### src/design/fragment_reassembly_table_macros.svh
// assertion macros shared by the reassembly table modules
`ifndef FRAGMENT_REASSEMBLY_TABLE_MACROS_SVH
`define FRAGMENT_REASSEMBLY_TABLE_MACROS_SVH

// same-cycle implication, clocked on clk_i, off during reset
`define FRT_ASSERT_IMP(lbl, a, b, msg) \
  lbl: assert property (@(posedge clk_i) disable iff (!rst_ni) (a) |-> (b)) else $error(msg);

// next-cycle implication, clocked on clk_i, off during reset
`define FRT_ASSERT_NEXT(lbl, a, b, msg) \
  lbl: assert property (@(posedge clk_i) disable iff (!rst_ni) (a) |=> (b)) else $error(msg);

`endif

### src/design/frt_pkg.sv
// shared constants, types and codes of the fragment reassembly table
package frt_pkg;

  localparam int MAX_CONTEXTS   = 4;
  localparam int MAX_FRAGMENTS  = 16;
  localparam int FRAGMENT_BYTES = 64;

  localparam int CTX_W  = (MAX_CONTEXTS > 1) ? $clog2(MAX_CONTEXTS) : 1;
  localparam int FRAG_W = (MAX_FRAGMENTS > 1) ? $clog2(MAX_FRAGMENTS) : 1;
  localparam int OFF_W  = (FRAGMENT_BYTES > 1) ? $clog2(FRAGMENT_BYTES) : 1;
  localparam int SLEN_W = $clog2(FRAGMENT_BYTES + 1);
  localparam int CNT_W  = $clog2(MAX_FRAGMENTS + 1);
  localparam int LEN_W  = 11;
  localparam int KIND_W = 3;

  localparam int PAY_AW    = CTX_W + FRAG_W + OFF_W;
  localparam int PAY_DEPTH = MAX_CONTEXTS * MAX_FRAGMENTS * FRAGMENT_BYTES;
  localparam int SLEN_AW   = CTX_W + FRAG_W;
  localparam int SLEN_DEPTH = MAX_CONTEXTS * MAX_FRAGMENTS;

  typedef enum logic [KIND_W-1:0] {
    KIND_TAKEN    = 3'd0,
    KIND_STORED   = 3'd1,
    KIND_DUP      = 3'd2,
    KIND_FULL     = 3'd3,
    KIND_BAD      = 3'd4,
    KIND_COMPLETE = 3'd5,
    KIND_OUT_BYTE = 3'd6,
    KIND_IDLE     = 3'd7
  } kind_e;

  typedef enum logic [1:0] {
    ACT_IDLE    = 2'd0,
    ACT_STORE   = 2'd1,
    ACT_DISCARD = 2'd2
  } act_e;

  typedef enum logic [1:0] {
    ST_IDLE,
    ST_EXEC,
    ST_READ,
    ST_OUT
  } state_e;

  // controller to datapath
  typedef struct packed {
    logic capture;
    logic exec;
    logic drain_read;
  } cmd_t;

  // datapath to controller
  typedef struct packed {
    logic mode;
    logic need_read;
  } status_t;

endpackage

### src/design/frt_ctrl.sv
// sequencing state machine of the reassembly table
`include "fragment_reassembly_table_macros.svh"
module frt_ctrl import frt_pkg::*; (
  input  logic    clk_i,
  input  logic    rst_ni,
  input  logic    in_valid_i,
  output logic    in_ready_o,
  output logic    out_valid_o,
  input  logic    out_ready_i,
  input  status_t status_i,
  output cmd_t    cmd_o
);

  state_e state_q, state_d;

  // state register
  always_ff @(posedge clk_i or negedge rst_ni) begin
    if (!rst_ni) begin
      state_q <= ST_IDLE;
    end else begin
      state_q <= state_d;
    end
  end

  // next state and commands
  always_comb begin
    state_d     = state_q;
    cmd_o       = '0;
    in_ready_o  = 1'b0;
    out_valid_o = 1'b0;
    unique case (state_q)
      ST_IDLE: begin
        in_ready_o = 1'b1;
        if (in_valid_i) begin
          cmd_o.capture = 1'b1;
          state_d       = ST_EXEC;
        end
      end
      ST_EXEC: begin
        cmd_o.exec = 1'b1;
        state_d    = (status_i.mode && status_i.need_read) ? ST_READ : ST_OUT;
      end
      ST_READ: begin
        cmd_o.drain_read = 1'b1;
        state_d          = ST_OUT;
      end
      ST_OUT: begin
        out_valid_o = 1'b1;
        if (out_ready_i) begin
          state_d = ST_IDLE;
        end
      end
      default: state_d = ST_IDLE;
    endcase
  end

  `FRT_ASSERT_IMP(a_no_overlap, out_valid_o, !in_ready_o, "input taken while result pending")
  `FRT_ASSERT_NEXT(a_busy_after_take, in_valid_i && in_ready_o, !in_ready_o, "ready after take")
  `FRT_ASSERT_NEXT(a_free_after_out, out_valid_o && out_ready_i, in_ready_o, "not ready after out")

endmodule

### config.mk
export PLATFORM = sky130hd
export DESIGN_NAME = frt_ctrl
export DESIGN_NICKNAME = d
export VERILOG_FILES = /design/src/design/frt_pkg.sv /design/src/design/frt_ctrl.sv
export VERILOG_INCLUDE_DIRS = /design/src /design/src/design
export SDC_FILE = /design/constraint.sdc
export NUM_CORES = 1
export LEC_CHECK = 0
export ABC_AREA = 1
export BUFFER_PORTS_ARGS = -buffer_cell sky130_fd_sc_hd__buf_2
export CORE_AREA = 2 2 39 41
export CTS_CLUSTER_DIAMETER = 120
export CTS_CLUSTER_SIZE = 8
export DETAILED_ROUTE_END_ITERATION = 8
export DIE_AREA = 0 0 41 43
export SLEW_MARGIN = 20
export SYNTH_ARGS = -nofsm -noshare
export SYNTH_HDL_FRONTEND = slang
export SYNTH_SLANG_ARGS = --single-unit
export TNS_END_PERCENT = 20
### constraint.sdc
create_clock -name clk_i -period 2.9 [get_ports clk_i]
set_input_delay 0.29 -clock clk_i [delete_from_list [all_inputs] [get_ports clk_i]]
set_output_delay 0.29 -clock clk_i [all_outputs]
set_load 0.01 [all_outputs]
* Word level (Yosys, flattened, before mapping)
Index checks and enable logic that the tools add are counted.
** Word-level totals
- Bits of input ports :: 6
- Output and inout port bits :: 5
- Word-level logic and storage cells :: 19
- Register bits after elaboration :: 2
- Bits in writable memories :: 0
- Bits in latches :: 0
- Memory bits (read-only) :: 0
- Memories :: 0
** Operators by class
- Multiply operators :: 0
- Reduce and logical (&&, ||, !) cells :: 3
- Div/mod/pow operators :: 0
- Muxes and demuxes :: 10
- Bitwise operators :: 0
- Magnitude comparators :: 0
- Add/sub/neg operators :: 0
- Shift-type cells :: 0
- Eq/ne operators :: 5
** Operator list (number)
- case mux 2 bit (4 select lines) :: 1
- 2-to-1 mux 1 bit :: 7
- == test 2 bit, second input constant :: 2
- 2-to-1 mux 2 bit :: 2
- != test 2 bit, second input constant :: 2
- == test 2 x 1 -> 1 bit, second input constant :: 1
- logical NOT 2 bit :: 1
- AND reduction 2 bit :: 1
- logical AND 1 bit :: 1

* Depth between registers and ports, before layout
Gate-level depths: netlist (run 1).
- Depth after elaboration :: 3
- Depth in mapped cells :: 6
- Gate-level depth less buffers :: 6

* Worst setup path before layout (run 1)
Ideal clock, no wire load.
- Path kind :: reg2out
- From :: register state_q[0]
- To :: output port cmd_o[2] (netlist name)
- Data arrival time :: 0.891 ns
- Setup slack :: 1.719 ns
- Path buffers :: 0
- Data required time :: 2.610 ns
- Stages on the path, launching flop included :: 5
- Cell sequence :: dfrtp_1 -> inv_1 -> ha_1 -> nand2_1 -> inv_1
** RTL lines
- from (decl) :: line frt_ctrl.sv:14 : state_e state_q, state_d;
- from (signal assigned) :: line frt_ctrl.sv:21 : state_q <= state_d;
- to (decl) :: line frt_ctrl.sv:11 : output cmd_t cmd_o

==> results of run 1 <==
power by group through the flow:
stage,sequential (mW),clock [mW],combinational [mW]
detailed placement,0.0649,0,0.174
floorplan,0.0603,0,0.128
global placement,0.0635,0,0.172
global route,0.0680,0.0665,0.195
CTS,0.0647,0.0646,0.176
finish,0.0642,0.0602,0.171
through the flow:
stage,power [mW],area [um2]
after CTS,0.305,290
final,0.296,290
after global routing,0.330,290
after detailed placement,0.239,258
after floorplan,0.188,188
after global placement,0.235,258
synthesized netlist by cell type:
master	count
dfrtp_1	2
o21bai_2	1
inv_1	4
inv_2	1
ha_1	4
nand3_1	3
nand2_1	8
nand2_2	2
per-layer routing:
metal	global-route usage	vias up	share of wire	routed length (um)
met3	0.0314	0	0.060	24
met2	0.0656	6	0.54	213
li1	-	104	-	-
met5	0	-	0	0
met1	0.0418	91	0.40	159
met4	0.0800	0	0	0
worst max-delay path, stage by stage, from the launching register on:
cell	delay (ns)
dfrtp_1	0.41
inv_1	0.08
ha_1	0.24
nand2_1	0.07
inv_1	0.03
buf_2	0.13
final timing paths:
| check | to | slack, ns | cells past startpoint |
|---|---|---|---|
| min reg2reg | state_q[1] | 0.55 | 2 |
| max reg2reg | state_q[0] | 1.74 | 5 |
| min in group clk_i | state_q[1] | 0.42 | 5 |
| max | cmd_o[2] | 1.42 | 5 |
| max in group asynchronous | state_q[0] | 2.42 | 2 |
| min | state_q[1] | 0.38 | 2 |
cell families after synthesis:
logic type | Yosys count
AND/OR/NAND/NOR | 13
AO/OA/AOI/OAI | 1
adder cells (fa/ha/maj) | 4
buffers and inverters | 5
flip-flops | 2
area by class of cell:
type / count / area (um2)
Sequential cell: 2 / 50.0
Fill cell: 167 / 1090
Tap cell: 16 / 20.0
Clock buffer: 3 / 22.5
Inverter: 5 / 18.8
Timing Repair Buffer: 11 / 60.1
Multi-Input combinational cell: 18 / 119
==> run_results.csv, run 1 <==
group,metric,value,unit
critical_path,crit_path_start_kind,"flip-flop",
routing,vias,201,
synth,synth_nets,35,
synth,synthTopCellsByArea,"dfrtp_1 27%, ha_1 27%, nand2_1 16%",
clocking,numClockSinks,2,
timing,worst_pin_slew,0.179,ns
placement,port_buffers,10,
cells_and_area,diodes,0,
critical_path,critPathMaxFanout,5,
power,switchingPower,128,uW
critical_path,r2r_start,"state_q[0]",
timing,slew_viol_final,0,
floorplan,dieArea,1760,um2
critical_path,setup.worst_path.start,"state_q[0]",
synth,yosys.cell_types.count,8,
clocking,ctsResizeCount,0,
timing,timing.fmax,0.675,GHz
clocking,path_clk_slew,0.03,ns
cells_and_area,largest_register_ffs,2,
synth,synth_cells,25,
cells_and_area,drive_above_1_share,0.436,
routing,drt_iter0_drc,4,
routing,wl_per_cell,7.24,um
synth,synth_simple_gate_area_frac,0.307,
cells_and_area,instances_no_fill,55,
placement,dp_cells,51,
global_route,gr-usage-all-layers,0.0522,
synth,netlist_area,188,um2
power,power_frac_clock,0.204,
clocking,cts_tree,"done",
synth,synth_top_cell_by_area,"dfrtp_1",
placement,place_congestion,0.639,
clocking,clk_latency,0.22,ns
timing,post-route-period-util,0.511,
floorplan,core,1380,um2
critical_path,crit_type,"reg2out",
clocking,cts_buffers,3,
run,maxCapViolCount,0,
cells_and_area,final_core_util,0.210,
timing,whs,0.384,ns
floorplan,num_rows,14,
critical_path,cp.required,2.61,ns
power,netSwitchingFraction,0.432,
clocking,cts_setup_buffers,0,
synth,synth_seq_area_share,0.267,
routing,drc_errors,0,
synth,synth.avg_cell_area,7.51,um2
clocking,clockRootBuffer,"clkbuf_4",
synth,synth_compound_area_frac,0.0600,
power,p_leak,0.187,nW
critical_path,end_kind,"primary output",
timing,period_minus_slack,1.48,ns
floorplan,dieHeight,43,um
outcome,run_status,"completed",
power,ir_worst_vdd,248,uV
cells_and_area,final_cell_mix,"10 x buf_2, 8 x nand2_1, 4 x inv_1, 4 x ha_1",
cells_and_area,nets,51,
power,comb_power_share,0.579,
cells_and_area,layout_commonest_cell,"buf_2",
synth,synth_top_family_by_area,"simple AND/OR/NAND/NOR gates",
timing,tns,0,ns
timing,setup_viol,0,
timing,final-hold-violation-count,0,
floorplan,initial_core_util,0.136,
cells_and_area,syn_to_final_growth,54.7,%
routing,routed_wl,398,um
timing,rsz0062_at_grt,"no",
clocking,cts_hold_buf,1,
synth,yosys_warnings,0,
power,power_frac_seq,0.217,
global_route,grt_pass1_vias,158,
synth,synth-xor-area-share,0,
floorplan,die_x,41,um
routing,via_per_inst,3.65,
clocking,cts_max_level,1,
synth,synth_top_area_share,0.267,
global_route,grt_pass1_wl,538,um
power,power_density,1020,nW/um2
placement,post-place-ws,1.65,ns
timing,maxSlewHeadroom,0.881,
power,p_int,168,uW
synth,synthAdderAreaFrac,0.267,
synth,ys_ff_latch,2,
worst_hold_path,min_path_type,"in2async",
floorplan,io_pins,11,
global_route,grt_antenna_before_repair,0,
synth,synth.area.mux_share,0,
routing,drt_first_pass_iters,4,
timing,fin_skew,0.00309,ns
critical_path,arrival,1.19,ns
global_route,grt_max_degree,6,
global_route,overflow,0,
cells_and_area,top_regs,"state_q: 2 flops",
routing,ant_nets,0,
timing,worst_slack,1.42,ns
cells_and_area,largest_register,"state_q",
clocking,clock_path_buffers,2,
placement,post-dp-hpwl,324,um
(Power assumes the default switching activity.)
==> run 2: changes to the inputs <==
Clock period 2.9 ns to 1.3 ns, I/O delays scaled along.
==> run 2 against run 1 <==
Die area stayed put. Via count is 3.5% higher. Hold slack worse by 0.16 ns. Global-route usage is 0.30 points lower. Largest cell class unchanged. Clock skew is 0.0019 ns lower.
==> run_results.csv, run 2 (synthesized netlist as in run 1, its figures left out) <==
group,metric,value,unit
outcome,run_status,"completed",
critical_path,critPathMaxFanout,4,
timing,rsz0062_at_grt,"no",
timing,slew_viol_final,0,
floorplan,initial_core_util,0.136,
cells_and_area,layout_commonest_cell,"buf_2",
critical_path,end_kind,"primary output",
timing,worst_pin_slew,0.127,ns
critical_path,arrival,1.08,ns
routing,drc_errors,0,
cells_and_area,fillers,161,
clocking,path_clk_slew,0.03,ns
cells_and_area,top_regs,"state_q: 2 flops",
cells_and_area,diodes,0,
global_route,use_met3,0.0157,
routing,drt_first_pass_iters,4,
global_route,grt_pass1_wl,503,um
timing,period_minus_slack,1.21,ns
global_route,grt_antenna_before_repair,0,
floorplan,core,1380,um2
routing,routed_wl,393,um
cells_and_area,postLayoutCellArea,320,um2
global_route,overflow,0,
floorplan,die_x,41,um
run,maxCapViolCount,0,
timing,fin_skew,0.00123,ns
timing,tns,0,ns
timing,timing.fmax,0.826,GHz
critical_path,cpLargestDelayFamily,"flip-flops",
timing,whs,0.225,ns
clocking,clockRootBuffer,"clkbuf_4",
floorplan,dieHeight,43,um
timing,post-route-period-util,0.932,
clocking,cts_max_level,1,
cells_and_area,syn_to_final_growth,70.7,%
clocking,clk_latency,0.22,ns
placement,place_congestion,0.625,
cells_and_area,multi_input_area,134,um2
global_route,gr-usage-met2,0.0688,
global_route,grt_pass1_vias,149,
floorplan,io_pins,11,
global_route,use_met1,0.0386,
routing,drt_iter0_drc,2,
routing,via_per_inst,3.65,
cells_and_area,final_core_util,0.231,
critical_path,cpPeakStageDelay,0.38,ns
routing,wl_per_cell,6.89,um
cells_and_area,largest_register,"state_q",
routing,vias,208,
global_route,grt-busiest-layer,"met4",
cells_and_area,final_cell_mix,"10 x buf_2, 8 x nand2_1, 3 x inv_1, 3 x nand3_1, 3 x clkbuf_4",
cells_and_area,largest_register_ffs,2,
timing,setup_viol,0,
power,ir_worst_vdd,390,uV
timing,maxSlewHeadroom,0.915,
critical_path,crit_path_start_kind,"flip-flop",
power,total_power,753,uW
clocking,clock_path_buffers,2,
placement,placed_cell_area,258,um2
power,power_density,2350,nW/um2
routing,ant_nets,0,
cells_and_area,drive_above_1_share,0.537,
power,p_leak,0.194,nW
clocking,cts_tree,"done",
critical_path,cp.required,1.17,ns
critical_path,crit_type,"reg2out",
floorplan,dieArea,1760,um2
global_route,grt_max_degree,5,
critical_path,cp_num_buf_inv,2,
global_route,gr-usage-all-layers,0.0492,
clocking,numClockSinks,2,
floorplan,num_rows,14,
placement,port_buffers,10,
timing,final-hold-violation-count,0,
critical_path,crit_chain,"buf_4 > ha_1 > buf_2",
critical_path,crit_slowest_cell,"dfrtp_1",
cells_and_area,seq_area,50.0,um2
worst_hold_path,min_path_type,"in2async",
clocking,cts_buffers,3,
cells_and_area,nets,53,
placement,post-dp-hpwl,304,um
critical_path,ff2ff_setup_slack,0.20,ns
[run 2: cell types whose count changed in the layout (fill, tap and decap cells not counted), sizes merged]
cell and delta:
buf +2
[run 2: timing repair]
| item | 4_1_cts | 5_1_grt |
|---|---|---|
| gates resized for setup | 1 | 3 |
| setup buffers | 1 | 1 |
| gates cloned | 0 | 0 |
| hold buffers | 1 | 0 |
| endpoints found under the setup margin | 1 | 1 |
| endpoints found under the hold margin | 2 | 0 |
[run 2: final timing paths]
path	from	to	cells past startpoint
setup / recovery	state_q[0]	cmd_o[1]	3
hold / removal	rst_ni	state_q[1]	2
setup reg to reg	state_q[1]	state_q[0]	6
hold reg to reg	state_q[0]	state_q[0]	3
max in group asynchronous	rst_ni	state_q[0]	2
min in group clk_i	out_ready_i	state_q[1]	5
[run 2: worst reg2reg max path, stage by stage (launching register included)]
cell	delay, ns
dfrtp_1	0.40
buf_4	0.15
ha_2	0.17
nand2_2	0.09
nand3_1	0.08
nand2_1	0.06
nand2_1	0.05
[run 2: metal layers]
metal	up-vias	routed length, um
met5	-	0
met4	0	0
met3	0	30
met2	6	215
met1	93	147
li1	109	-
[run 2: power by group]
part	leakage, nW	internal, mW	switching (mW)	total [mW]
registers	0.0238	0.0987	0.0271	0.126
clock network	0.0138	0.102	0.0313	0.133
logic	0.156	0.243	0.252	0.495
total	0.194	0.443	0.310	0.753
[run 2: area by class of cell]
class	instances	area share
multi-input combinational	18	0.418
inverter	5	0.0586
clock buffer	3	0.0703
timing repair buffer	13	0.234
tap	16	0.0625
sequential	2	0.156
[run 2: through the flow]
step	std cells	setup slack, ns
2_1_floorplan	25	0.155
3_3_place_gp	51	0.158
3_5_place_dp	51	0.131
4_1_cts	56	0.00646
5_1_grt	57	0.0129
6_report	57	0.0888
